**src/design/pwdc_pkg.sv**
```systemverilog
package pwdc_pkg;

	// Datagram and ring geometry
	localparam int PULSES_PER_DATAGRAM = 18;
	localparam int RING_SLOTS = 8;

	localparam int DG_W = PULSES_PER_DATAGRAM;
	localparam int CNT_W = (PULSES_PER_DATAGRAM > 1) ? $clog2(PULSES_PER_DATAGRAM) : 1;
	localparam int SLOT_W = $clog2(RING_SLOTS);

	localparam int TIME_W = 32;
	localparam int THR_W = 16;

	// Configuration register indexes and reset values
	localparam int CFG_IDX_W = 1;
	localparam logic [CFG_IDX_W-1:0] CFG_SHORT_THR = 1'd0;
	localparam logic [CFG_IDX_W-1:0] CFG_LONG_THR = 1'd1;
	localparam logic [THR_W-1:0] SHORT_THR_RST = 16'd200;
	localparam logic [THR_W-1:0] LONG_THR_RST = 16'd440;

	// Request commands
	typedef enum logic [1:0] {
		CMD_LEAD  = 2'd0,
		CMD_TRAIL = 2'd1,
		CMD_READ  = 2'd2,
		CMD_NONE  = 2'd3
	} cmd_t;

	typedef logic [DG_W-1:0] datagram_t;
	typedef logic [SLOT_W-1:0] slot_t;

endpackage

```
**src/design/pulse_width_datagram_collector_core.sv**
```systemverilog
// Each accepted request places its result in the output register on the next cycle.
// Throughput: one request per cycle; the single result register stalls intake only
// while a result is held and out_ready is low.
// Reset (arst_n low, asynchronous): pulse count, ring slots and leading edge time clear,
// thresholds return to 200 and 440; ring contents are undefined until a datagram commits.
module pulse_width_datagram_collector_core (
	input  logic                                clk,
	input  logic                                arst_n,
	input  logic                                cfg_wen,
	input  logic [pwdc_pkg::CFG_IDX_W-1:0]      cfg_index,
	input  logic [pwdc_pkg::THR_W-1:0]          cfg_data,
	input  logic                                in_valid,
	output logic                                in_ready,
	input  logic [1:0]                          command,
	input  logic [pwdc_pkg::TIME_W-1:0]         time_us,
	output logic                                out_valid,
	input  logic                                out_ready,
	output logic                                datagram_valid,
	output logic [pwdc_pkg::DG_W-1:0]           datagram,
	output logic                                available
);
	import pwdc_pkg::*;

	logic [THR_W-1:0]  short_thr_q;
	logic [THR_W-1:0]  long_thr_q;
	logic [TIME_W-1:0] lead_time_q;
	logic [CNT_W-1:0]  pulse_cnt_q;
	slot_t             wr_slot_q;
	slot_t             rd_slot_q;
	datagram_t         asm_q;
	datagram_t         store_q [RING_SLOTS];

	logic              out_valid_q;
	logic              dg_valid_q;
	datagram_t         dg_q;
	logic              avail_q;

	logic              accept;
	logic [TIME_W-1:0] delta;
	logic              gap_long;
	logic              is_short;
	logic              is_long;
	logic              last_pulse;
	logic              commit;
	slot_t             wr_next;
	slot_t             rd_next;
	slot_t             wr_slot_d;
	slot_t             rd_slot_d;
	logic              rd_hit;

	assign in_ready = !out_valid_q || out_ready;
	assign accept = in_valid && in_ready;

	// Measure time since the last leading edge, wrapping at 2^32
	assign delta = time_us - lead_time_q;
	assign gap_long = delta > TIME_W'(long_thr_q);
	assign is_short = delta < TIME_W'(short_thr_q);
	assign is_long = !is_short && (delta < TIME_W'(long_thr_q));
	assign last_pulse = pulse_cnt_q == CNT_W'(PULSES_PER_DATAGRAM - 1);

	assign wr_next = (wr_slot_q == SLOT_W'(RING_SLOTS - 1)) ? '0 : wr_slot_q + 1'b1;
	assign rd_next = (rd_slot_q == SLOT_W'(RING_SLOTS - 1)) ? '0 : rd_slot_q + 1'b1;

	// Commit a full datagram; hold the write slot when the ring is full
	assign commit = accept && (command == CMD_TRAIL) && (is_short || is_long) && last_pulse;
	assign rd_hit = accept && (command == CMD_READ) && (rd_slot_q != wr_slot_q);

	always_comb begin
		wr_slot_d = wr_slot_q;
		rd_slot_d = rd_slot_q;
		if (commit && (wr_next != rd_slot_q)) begin
			wr_slot_d = wr_next;
		end
		if (rd_hit) begin
			rd_slot_d = rd_next;
		end
	end

	// Configuration writes
	always_ff @(posedge clk or negedge arst_n) begin
		if (!arst_n) begin
			short_thr_q <= SHORT_THR_RST;
			long_thr_q <= LONG_THR_RST;
		end else if (cfg_wen) begin
			case (cfg_index)
				CFG_SHORT_THR: short_thr_q <= cfg_data;
				CFG_LONG_THR:  long_thr_q <= cfg_data;
				default: ;
			endcase
		end
	end

	// Edge tracking, pulse counting and ring pointers
	always_ff @(posedge clk or negedge arst_n) begin
		if (!arst_n) begin
			lead_time_q <= '0;
			pulse_cnt_q <= '0;
			wr_slot_q <= '0;
			rd_slot_q <= '0;
		end else if (accept) begin
			wr_slot_q <= wr_slot_d;
			rd_slot_q <= rd_slot_d;
			case (command)
				CMD_LEAD: begin
					lead_time_q <= time_us;
					if ((pulse_cnt_q != '0) && gap_long) begin
						pulse_cnt_q <= '0;
					end
				end
				CMD_TRAIL: begin
					if ((is_short || is_long) && !last_pulse) begin
						pulse_cnt_q <= pulse_cnt_q + 1'b1;
					end else begin
						pulse_cnt_q <= '0;
					end
				end
				default: ;
			endcase
		end
	end

	// Assemble the datagram for the write slot one pulse bit at a time
	always_ff @(posedge clk) begin
		if (accept && (command == CMD_TRAIL) && (is_short || is_long)) begin
			asm_q[pulse_cnt_q] <= is_long;
		end
	end

	// Store the finished datagram; the write slot is never read before commit
	always_ff @(posedge clk) begin
		if (commit) begin
			store_q[wr_slot_q] <= {is_long, asm_q[DG_W-2:0]};
		end
	end

	// Result register
	always_ff @(posedge clk or negedge arst_n) begin
		if (!arst_n) begin
			out_valid_q <= 1'b0;
		end else if (accept) begin
			out_valid_q <= 1'b1;
		end else if (out_ready) begin
			out_valid_q <= 1'b0;
		end
	end

	always_ff @(posedge clk) begin
		if (accept) begin
			dg_valid_q <= rd_hit;
			dg_q <= rd_hit ? store_q[rd_slot_q] : '0;
			avail_q <= rd_slot_d != wr_slot_d;
		end
	end

	assign out_valid = out_valid_q;
	assign datagram_valid = dg_valid_q;
	assign datagram = dg_q;
	assign available = avail_q;

	// Pulse count never reaches a full datagram
	a_cnt_range: assert property (@(posedge clk) disable iff (!arst_n)
		pulse_cnt_q < CNT_W'(PULSES_PER_DATAGRAM))
		else $error("pulse count out of range");

	// A successful read advances the read slot
	a_rd_adv: assert property (@(posedge clk) disable iff (!arst_n)
		rd_hit |=> (rd_slot_q != $past(rd_slot_q)))
		else $error("read slot did not advance");

	// An empty result carries no datagram bits
	a_empty_zero: assert property (@(posedge clk) disable iff (!arst_n)
		(out_valid_q && !dg_valid_q) |-> (dg_q == '0))
		else $error("datagram bits on empty result");

	// A write slot held by a full ring still leaves data available
	a_full_avail: assert property (@(posedge clk) disable iff (!arst_n)
		(commit && (wr_next == rd_slot_q)) |=> avail_q)
		else $error("full ring reported empty");
endmodule
```
**config.mk**
```make
export PLATFORM = sky130hd
export DESIGN_NAME = pulse_width_datagram_collector_core
export DESIGN_NICKNAME = d
export VERILOG_FILES = /design/src/design/pwdc_pkg.sv /design/src/design/pulse_width_datagram_collector_core.sv
export SDC_FILE = /design/constraint.sdc
export NUM_CORES = 1
export LEC_CHECK = 0
export ABC_AREA = 1
export BUFFER_PORTS_ARGS = -buffer_cell sky130_fd_sc_hd__buf_4
export CAP_MARGIN = 20
export CORE_ASPECT_RATIO = 0.8
export CORE_MARGIN = 1.5
export CORE_UTILIZATION = 35
export DETAILED_ROUTE_END_ITERATION = 8
export GPL_TIMING_DRIVEN = 0
export SLEW_MARGIN = 30
export SYNTH_ARGS = -nofsm -noshare
export SYNTH_HDL_FRONTEND = slang
export SYNTH_SLANG_ARGS = --single-unit
```
**constraint.sdc**
```tcl
create_clock -name clk -period 6.15 [get_ports clk]
set_input_delay 0.615 -clock clk [delete_from_list [all_inputs] [get_ports clk]]
set_output_delay 0.615 -clock clk [all_outputs]
set_load 0.01 [all_outputs]
```
==> results of run 1 <==
[placed cells by master, fill, tap and decap left out, types with 3 or more instances in the layout]
cell type | synthesis | final
xor2_1 | 16 | 16
nor2_2 | 5 | 5
dfrtp_1 | 68 | 68
nand3_2 | 4 | 4
xnor2_1 | 7 | 7
a31oi_1 | 20 | 20
nand3b_1 | 3 | 3
nand4_1 | 8 | 8
dfstp_2 | 8 | 8
nor2_1 | 209 | 209
a21oi_1 | 67 | 66
inv_2 | 2 | 3
buf_4 | 0 | 90
clkbuf_16 | 0 | 28
o21ai_0 | 133 | 133
bufinv_16 | 0 | 5
ha_1 | 70 | 70
clkinv_1 | 3 | 8
clkbuf_1 | 39 | 42
nand2_2 | 11 | 11
o22ai_1 | 20 | 20
nand3_1 | 38 | 38
nor3_2 | 5 | 13
nor3_1 | 13 | 5
inv_1 | 227 | 226
nand2_1 | 331 | 331
buf_6 | 0 | 3
nor4_1 | 3 | 3
inv_6 | 0 | 3
edfxtp_1 | 181 | 181
[cell families after synthesis]
logic type,after synthesis,synth area share
AOI/OAI and AO/OA,248,0.0976
xor gates and xnor gates,23,0.0150
adders and majority gates,71,0.0667
buffers and inverters,275,0.0770
DFF,257,0.547
muxes,1,0.000838
and+or+nand+nor,638,0.196
[power breakdown]
part	internal, W	total, W	leakage [nW]	switching (W)
Clock	0.00105	0.00178	0.464	0.000726
Sequential	0.00194	0.00198	2.40	0.0000463
Combinational	0.000572	0.00177	4.06	0.00120
[metal layers]
layer / wire, um / share of wire / track usage
met4: 711 / 0.021 / 0.0428
met1: 15900 / 0.48 / 0.240
met2: 14800 / 0.45 / 0.280
met3: 1710 / 0.052 / 0.0229
met5: 0 / 0 / 0
[stage by stage]
stage | hold WS [ps] | setup WS, ps | cell area (um2) | power, W
final | 64.3 | 1390 | 15800 | 0.00553
after global routing | 103 | 965 | 15800 | 0.00588
after floorplan | 319 | 1470 | 13400 | 0.00321
after detailed placement | 473 | 1030 | 14800 | 0.00377
after CTS | 57.4 | 1390 | 15800 | 0.00556
after global placement | 475 | -648 | 14600 | 0.00373
[flip-flops by register name (all words and copies together) (netlist names)]
| name | count |
|---|---|
| pulse_cnt_q | 5 |
| rd_slot_q | 3 |
| datagram | 18 |
| wr_slot_q | 3 |
| long_thr_q | 16 |
| store_q | 144 |
| lead_time_q | 32 |
| available | 1 |
| asm_q | 17 |
| datagram_valid | 1 |
| out_valid | 1 |
| short_thr_q | 16 |
[worst register-to-register path, stage by stage (launching register included)]
cell and delay (ps):
dfrtp_1 330, inv_1 50, ha_1 380, nand2_1 90, inv_1 100, nand2_1 70, nor3_1 210, nand2_1 90
nand2_1 150, xor2_1 360, ha_1 330, a21oi_1 170, nor2_1 60, a211oi_1 290, nand3_1 140, nand2_1 110
inv_1 90, nor3_2 300, nand2_1 220, nor3_2 440, buf_4 280, buf_4 200
[final timing paths]
check	from	endpoint	slack, ps	cells after the start
worst max-delay path	lead_time_q[10]$_DFFE_PN0P_	store_q[2][6]$_DFFE_PP_	1390	21
worst min-delay path	arst_n	lead_time_q[0]$_DFFE_PN0P_	60	1
worst max register to register	lead_time_q[10]$_DFFE_PN0P_	store_q[2][6]$_DFFE_PP_	1390	21
worst min register to register	long_thr_q[2]$_DFFE_PN0P_	long_thr_q[2]$_DFFE_PN0P_	490	2
max in group asynchronous	arst_n	short_thr_q[3]$_DFFE_PN1P_	5430	2
min in group clk	cfg_data[4]	long_thr_q[4]$_DFFE_PN1P_	290	3
[area by class of cell]
cell class / instances / share of cell area
Clock buffer: 31 / 0.0451
Clock inverter: 19 / 0.0164
Multi-Input combinational cell: 981 / 0.323
Buffer: 43 / 0.0104
Timing Repair Buffer: 94 / 0.0462
Sequential cell: 257 / 0.465
Tap cell: 487 / 0.0386
Inverter: 232 / 0.0551
==> impl_metrics.py, run 1 <==
metrics = {
    "power": {
        "p_per_area_nw_per_um2": 350,
        "p_leak_nw": 6.92,
        "vdd_ir_drop_max_mv": 0.234,
    },
    "place": {
        "dp_cells": 2094,
        "gp_congestion": 0.911,
        "dp_hpwl_um": 24700,
        "io_buffers": 77,
    },
    "critical_path": {
        "start_kind": "flip-flop",
        "crit_family": "simple AND/OR/NAND/NOR gates",
        "worstPathRequired_ps": 6430,
        "path_buf_inv": 5,
        "path_common_cell": "nand2_1",
        "cp_cell_sequence": "inv_1, ha_1, nand2_1, inv_1, nand2_1, nor3_1, nand2_1, nand2_1, xor2_1, ha_1, a21oi_1, nor2_1, a211oi_1, nand3_1, nand2_1, inv_1, nor3_2, nand2_1, nor3_2, buf_4, buf_4",
        "cpPeakStageDelay_ps": 440,
        "critical-path-slowest-cell": "nor3_2",
        "cp.arrival_ps": 5040,
        "critPathMaxFanout": 8,
        "worstSetupPathType": "flip-flop to flip-flop",
        "end_kind": "flip-flop",
    },
    "detailed_routing": {
        "ant_nets": 0,
        "via_per_inst": 4.82,
        "wl_per_cell_um": 15.5,
        "drc": 0,
        "dr.pass1.iters": 5,
        "drt-total-wl_um": 33100,
        "first_iter_violations": 766,
        "vias": 10300,
    },
    "global_route": {
        "grt_overflow": 0,
        "antenna_found_initial": 0,
        "grt_usage": 0.171,
        "grt_first_pass_wirelength_um": 53500,
        "grt_max_degree": 47,
        "grt_pass1_vias": 9963,
    },
    "synth": {
        "synth-edff-count": 181,
        "synth_cell_types": 43,
        "yosys.cell_count.top_type": "nand2_1",
        "syn_inst": 1513,
        "async_reset_ff_frac": 0.296,
        "yosysSeqAreaShare": 0.547,
        "synthTopCellsByArea": "edfxtp_1, dfrtp_1, nand2_1",
        "synth_area_um2": 13400,
        "synth_common_cells": "nand2_1, inv_1, nor2_1",
        "syn_area_per_cell_um2": 8.88,
        "syn_nets": 1640,
        "yosys.area.top_type": "edfxtp_1",
        "ys.flop_type": "edfxtp_1",
        "netlist.area_leader.share": 0.405,
        "yosys_warnings": 0,
        "synth-seq-cells": 257,
    },
    "sta": {
        "hold_viol_final": 0,
        "drv_slew": 0,
        "min_period_ps": 4760,
        "rsz0062_at_grt": "no",
        "fin_crit_sh": 0.774,
        "worst_pin_slew_ps": 744,
        "slew_headroom": 0.504,
        "skew_ps": 14.5,
        "setup_viol": 0,
        "max_freq_ghz": 0.210,
        "finalSetupTns_ps": 0,
    },
    "final_layout": {
        "register_area_um2": 7350,
        "area_growth_pct": 17.6,
        "finalNonFillerCells": 2144,
        "postLayoutCoreUtil": 0.422,
        "multi_input_area_um2": 5100,
        "fillers": 3570,
        "diodes": 0,
        "fin_nets": 1764,
        "drive_gt1_frac": 0.113,
    },
    "cts": {
        "max-clock-path-buffers": 3,
        "cts_tree": "done",
        "cts-resized-gates": 0,
        "cts_buffers": 28,
        "ctsRootBufferMaster": "clkbuf_16",
        "path_clk_slew_ps": 70,
        "clock-sinks": 257,
        "cts_setup_buffers": 0,
        "h-tree-depth": 1,
        "ctsHoldBuffers": 0,
        "clk_latency_ps": 580,
    },
    "hold_path": {
        "hold_path_class": "primary input to asynchronous set/reset pin",
    },
    "run_status": {
        "outcome": "finished, final reports clean",
    },
    "floorplanning": {
        "die_w_um": 222,
        "die_h_um": 178,
        "initial_core_util": 0.359,
        "std_cell_rows": 63,
        "num_io_pins": 78,
        "coreArea_um2": 37400,
        "die_area_um2": 39600,
    },
    "job": {
        "cap_violations": 0,
    },
}
Power figures use the tool's default switching activity.
==> run 2: changes to the inputs <==
==> constraint.sdc (replaced) <==
create_clock -name clk -period 4.2 [get_ports clk]
set_input_delay 0.42 -clock clk [delete_from_list [all_inputs] [get_ports clk]]
set_output_delay 0.42 -clock clk [all_outputs]
set_load 0.01 [all_outputs]
==> run 2 against run 1 <==
Cell count rose by 1.1%. Critical path depth fell by 1. Power rose by 50%. Worst hold slack improved by 21 ps. Setup slack got worse by 1200 ps. Clock skew barely moved. Sequential share of layout area fell by 1.7 points. Clock-buffer cell count did not move. Wire length rose by 2.1%. Register-to-register slack got worse by 1200 ps. Combinational power rose by 58%. Critical endpoint is now store_q[7][17]$_DFFE_PP_.
==> impl_metrics.py, run 2 (synthesized netlist as in run 1, its figures left out) <==
metrics = {
    "power": {
        "p_switching_w": 0.00298,
        "vdd_ir_drop_max_mv": 0.342,
        "p_leak_nw": 7.13,
        "p_comb_frac": 0.336,
        "p_per_area_nw_per_um2": 507,
        "p_clk_frac": 0.314,
        "internal-power_w": 0.00532,
        "seq_power_share": 0.350,
        "total_power_w": 0.00830,
        "switching_share": 0.359,
    },
    "critical_path": {
        "timing.rr.end": "store_q[7][17]$_DFFE_PP_",
        "rr_startpoint": "lead_time_q[10]$_DFFE_PN0P_",
        "regToRegSetupSlack_ps": 220,
        "critPathMaxFanout": 7,
        "worstSetupPathType": "flip-flop to flip-flop",
        "worst_r2r_path_depth": 20,
        "cp.arrival_ps": 4260,
        "worstPathRequired_ps": 4480,
        "critical_path.startpoint": "lead_time_q[10]$_DFFE_PN0P_",
        "start_kind": "flip-flop",
        "end_kind": "flip-flop",
        "cp-endpoint": "store_q[7][17]$_DFFE_PP_",
    },
    "floorplanning": {
        "coreArea_um2": 37400,
        "initial_core_util": 0.359,
        "die_h_um": 178,
        "die_area_um2": 39600,
        "num_io_pins": 78,
        "die_w_um": 222,
        "std_cell_rows": 63,
    },
    "final_layout": {
        "fin_nets": 1787,
        "area_growth_pct": 21.9,
        "drive_gt1_frac": 0.152,
        "layout_common_cells": "nand2_1, inv_1, nor2_1, edfxtp_1, o21ai_0",
        "top_register": "store_q",
        "largest_reg_flops": 144,
        "diodes": 0,
        "final_common_cell": "nand2_1",
        "finalNonFillerCells": 2167,
    },
    "global_route": {
        "grt_pass1_vias": 10100,
        "grt_first_pass_wirelength_um": 53800,
        "grt_overflow": 0,
        "grt_max_degree": 47,
        "antenna_found_initial": 0,
        "grt_usage": 0.172,
    },
    "detailed_routing": {
        "wl_per_cell_um": 15.6,
        "drc": 0,
        "first_iter_violations": 910,
        "drt-total-wl_um": 33800,
        "dr.pass1.iters": 5,
        "via_per_inst": 4.82,
        "vias": 10400,
        "ant_nets": 0,
    },
    "cts": {
        "cts_buffers": 28,
        "clock-sinks": 257,
        "h-tree-depth": 1,
        "clk_latency_ps": 580,
        "max-clock-path-buffers": 3,
        "ctsRootBufferMaster": "clkbuf_16",
        "path_clk_slew_ps": 70,
        "cts_tree": "done",
    },
    "sta": {
        "worst_pin_slew_ps": 738,
        "drv_slew": 0,
        "setup_ws_ps": 221,
        "hold_slack_ps": 85.2,
        "hold_viol_final": 0,
        "max_freq_ghz": 0.251,
        "skew_ps": 14.9,
        "fin_crit_sh": 0.947,
        "min_period_ps": 3980,
        "slew_headroom": 0.508,
        "setup_viol": 0,
    },
    "run_status": {
        "outcome": "finished, final reports clean",
    },
    "place": {
        "io_buffers": 77,
        "dp_hpwl_um": 24700,
        "dp_cells": 2094,
        "post-place-ws_ps": -727,
        "gp_congestion": 0.911,
    },
    "job": {
        "cap_violations": 0,
    },
    "hold_path": {
        "hold_path_class": "primary input to flip-flop",
    },
}
-- run 2: cell count changes in the layout (fill, tap and decap cells not counted), moves of 6 or more --
cell,delta
a21oi_1,-6
a21oi_2,+6
buf_4,+15
buf_6,+7
ha_1,-12
ha_2,+7
nand2_1,-13
nand2_2,+7
nand2_4,+6
nor3_2,-8
nor3_4,+9
xor2_1,-9
-- run 2: routing by layer --
layer,vias up,wire length (um),track usage
li1,5247,-,-
met5,-,0,0
met4,0,692,0.0437
met2,237,15300,0.282
met3,49,1630,0.0231
met1,4915,16200,0.241
-- run 2: what timing repair did --
action / in CTS / in global routing
hold buffers: 1 / 0
setup buffers: 10 / 12
pin swaps: 9 / 19
gates resized for setup: 18 / 63
endpoints found under the setup margin: 144 / 146
hold endpoints to repair: 43 / 0
-- run 2: worst max-delay path: stages, from the launching register on --
cell and delay, ps:
dfrtp_1 320, inv_1 50, ha_2 400, nand2_1 100, inv_1 100, nand2_1 70
nor3_2 140, nand2_1 90, nand2_2 140, xor2_4 220, ha_1 280, a21oi_1 140
o21ai_0 130, a21oi_2 220, nand2_1 90, nand2_2 80, inv_1 90, nor3_4 340
nand2_4 150, nor3_4 290, buf_4 230
-- run 2: cell type report --
class	count	area, um2
Sequential cell	257	7350
Inverter	232	871
Fill cell	3513	21100
Timing Repair Buffer	117	931
Clock buffer	31	712
Clock inverter	19	259
Buffer	43	164
Tap cell	487	609
Multi-Input combinational cell	981	5490
-- run 2: worst min path at each step --
stage | startpoint | to | slack [ps] | cells after the start
after global placement | long_thr_q[10]$_DFFE_PN0P_ | long_thr_q[10]$_DFFE_PN0P_ | 480 | 2
after global routing | time_us[31] | lead_time_q[31]$_DFFE_PN0P_ | 90 | 2
final | cfg_data[4] | long_thr_q[4]$_DFFE_PN1P_ | 90 | 3
after floorplan | arst_n | lead_time_q[0]$_DFFE_PN0P_ | 120 | 0
after detailed placement | short_thr_q[10]$_DFFE_PN0P_ | short_thr_q[10]$_DFFE_PN0P_ | 470 | 2
after CTS | cfg_data[4] | long_thr_q[4]$_DFFE_PN1P_ | 70 | 3
-- run 2: power by group through the flow --
stage,combinational [W],clock [W],sequential [W]
finish,0.00279,0.00260,0.00290
global route,0.00314,0.00275,0.00292
CTS,0.00260,0.00266,0.00291
detailed placement,0.00257,0,0.00295
global placement,0.00251,0,0.00295
floorplan,0.00176,0,0.00295
-- run 2: metrics by stage --
step | setup TNS [ps] | cell area [um2] | utilization
global placement | -329840 | 14600 | 0.390
finish | 0 | 16400 | 0.437
floorplan | -40400 | 13400 | -
global route | -440 | 16400 | 0.437
detailed placement | -69860 | 14800 | 0.396
CTS | 0 | 16000 | 0.427
==> run 3: changes to the inputs <==
==> constraint.sdc (replaced) <==
create_clock -name clk -period 3.7 [get_ports clk]
set_input_delay 0.37 -clock clk [delete_from_list [all_inputs] [get_ports clk]]
set_output_delay 0.37 -clock clk [all_outputs]
set_load 0.01 [all_outputs]
==> run 3 against run 2 <==
The run now ends with setup timing left. Final area rose by 4.6%. First-iteration DRC count fell by 9.3%. Clock power rose by 5%. Non-clock buffer count rose by 34. Combinational power rose by 26%. Largest power group is now combinational cells.
==> impl_metrics.py, run 3 (synthesized netlist as in run 1, its figures left out) <==
metrics = {
    "power": {
        "seq_power_share": 0.346,
        "p_clk_frac": 0.286,
        "total_power_w": 0.00955,
        "internal-power_w": 0.00605,
        "p_per_area_nw_per_um2": 557,
        "vdd_ir_drop_max_mv": 0.497,
        "p_switching_w": 0.00350,
        "p_leak_nw": 7.33,
        "switching_share": 0.366,
        "p_comb_frac": 0.368,
    },
    "cts": {
        "cts_buffers": 28,
        "path_clk_slew_ps": 60,
        "clock-sinks": 257,
        "cts_tree": "done",
        "max-clock-path-buffers": 3,
        "clk_latency_ps": 580,
        "ctsRootBufferMaster": "clkbuf_16",
        "h-tree-depth": 1,
    },
    "floorplanning": {
        "die_area_um2": 39600,
        "coreArea_um2": 37400,
        "num_io_pins": 78,
        "std_cell_rows": 63,
        "initial_core_util": 0.359,
        "die_h_um": 178,
        "die_w_um": 222,
    },
    "final_layout": {
        "postLayoutCoreUtil": 0.458,
        "top_register": "store_q",
        "fin_nets": 1821,
        "diodes": 0,
        "finalNonFillerCells": 2202,
        "largest_reg_flops": 144,
        "area_growth_pct": 27.6,
        "layout_common_cells": "nand2_1, inv_1, nor2_1, edfxtp_1, o21ai_0",
        "drive_gt1_frac": 0.199,
        "final_common_cell": "nand2_1",
    },
    "sta": {
        "slew_headroom": 0.517,
        "drv_slew": 0,
        "fin_crit_sh": 1.03,
        "setup_viol": 50,
        "rsz0062_at_grt": "yes",
        "hold_viol_final": 0,
        "worst_pin_slew_ps": 725,
        "setup_ws_ps": -119,
        "max_freq_ghz": 0.262,
        "min_period_ps": 3820,
        "skew_ps": 16.0,
    },
    "critical_path": {
        "path_depth": 21,
        "cp.arrival_ps": 4120,
        "critPathMaxFanout": 6,
        "rr_startpoint": "lead_time_q[0]$_DFFE_PN0P_",
        "path_common_cell": "nand2_4",
        "start_kind": "flip-flop",
        "cp_cell_sequence": "ha_4, fa_2, inv_2, nand2_2, nand3_4, nand2_4, nand2_4, xor2_4, ha_4, nand2_4, nor2_2, a211oi_2, nand3_1, nand2_2, inv_2, nor3_4, buf_6, nand2_8, buf_6, nor3_4, clkbuf_16",
        "worstSetupPathType": "flip-flop to flip-flop",
        "end_kind": "flip-flop",
        "worstPathRequired_ps": 4000,
        "path_buf_inv": 5,
        "cpPeakStageDelay_ps": 400,
        "crit_family": "simple AND/OR/NAND/NOR gates",
        "critical_path.startpoint": "lead_time_q[0]$_DFFE_PN0P_",
        "worst_r2r_path_depth": 21,
        "critical-path-slowest-cell": "dfrtp_1",
    },
    "detailed_routing": {
        "vias": 10800,
        "wl_per_cell_um": 16.3,
        "via_per_inst": 4.90,
        "ant_nets": 0,
        "dr.pass1.iters": 5,
        "drt-total-wl_um": 35900,
        "first_iter_violations": 825,
        "drc": 0,
    },
    "hold_path": {
        "hold_path_depth": 3,
        "hold_start": "cfg_data[3]",
        "hold_path_class": "primary input to flip-flop",
    },
    "job": {
        "cap_violations": 0,
    },
    "place": {
        "io_buffers": 77,
        "dp_cells": 2086,
        "dp_hpwl_um": 24800,
        "gp_congestion": 0.924,
    },
    "run_status": {
        "outcome": "finished with violations",
        "violations": "setup timing",
    },
    "global_route": {
        "grt_overflow": 0,
        "antenna_found_initial": 0,
        "grt_first_pass_wirelength_um": 55900,
        "grt_usage": 0.180,
        "grt_pass1_vias": 10300,
        "grt_max_degree": 44,
    },
}
-- run 3: cell types whose count changed in the layout (fill, tap and decap cells not counted), sizes merged --
cell and delta:
buf +31, clkbuf +8, bufinv -3, inv -3
clkinv +1, clkinvlp +1
-- run 3: timing repair --
action | CTS | global route
hold buffers | 1 | 0
hold endpoints to repair | 26 | 0
resized for setup | 92 | 87
setup buffers | 28 | 31
cloned | 3 | 5
endpoints found under the setup margin | 187 | 186
pin swaps | 29 | 49
-- run 3: tightest hold or removal path, stage by stage --
cell	delay [ps]
buf_4	110
inv_1	50
o21ai_0	80
-- run 3: final cells by class --
cell class | instances | area, um2
sequential | 257 | 7350
inverter | 232 | 871
fill | 3442 | 20300
clock buffer | 36 | 731
buffer | 43 | 164
timing repair buffer | 151 | 1410
clock inverter | 15 | 158
tap | 487 | 609
multi-input combinational | 981 | 5850
-- run 3: worst paths after layout --
check,endpoint,slack (ps)
setup / recovery,store_q[6][2]$_DFFE_PP_,-120
min in group asynchronous,lead_time_q[22]$_DFFE_PN0P_,290
max in group asynchronous,long_thr_q[8]$_DFFE_PN1P_,2780
setup reg to reg,store_q[6][2]$_DFFE_PP_,-120
hold / removal,short_thr_q[3]$_DFFE_PN1P_,40
hold reg to reg,long_thr_q[10]$_DFFE_PN0P_,490
-- run 3: power groups by stage --
| stage | clock network [W] | registers, W | logic [W] |
|---|---|---|---|
| 3_3_place_gp | 0 | 0.00335 | 0.00285 |
| 6_report | 0.00274 | 0.00330 | 0.00352 |
| 3_5_place_dp | 0 | 0.00335 | 0.00292 |
| 2_1_floorplan | 0 | 0.00334 | 0.00199 |
| 4_1_cts | 0.00279 | 0.00330 | 0.00325 |
| 5_1_grt | 0.00290 | 0.00332 | 0.00395 |
-- run 3: layer usage --
layer | vias to the layer above | global-route usage | part of all wire
li1 | 5305 | - | -
met1 | 5123 | 0.248 | 0.46
met2 | 311 | 0.295 | 0.46
met3 | 47 | 0.0255 | 0.059
met4 | 0 | 0.0488 | 0.022
met5 | - | 0 | 0
-- run 3: stage by stage --
stage	TNS (ps)	hold slack, ps	instance area (um2)	setup WS [ps]
detailed placement	-152350	357	14900	-1120
finish	-3330	44.1	17100	-119
global route	-24690	40.7	17100	-285
CTS	-367	16.6	16500	-28.3
global placement	-262890	473	14700	-1740
floorplan	-32830	74.4	13500	-228
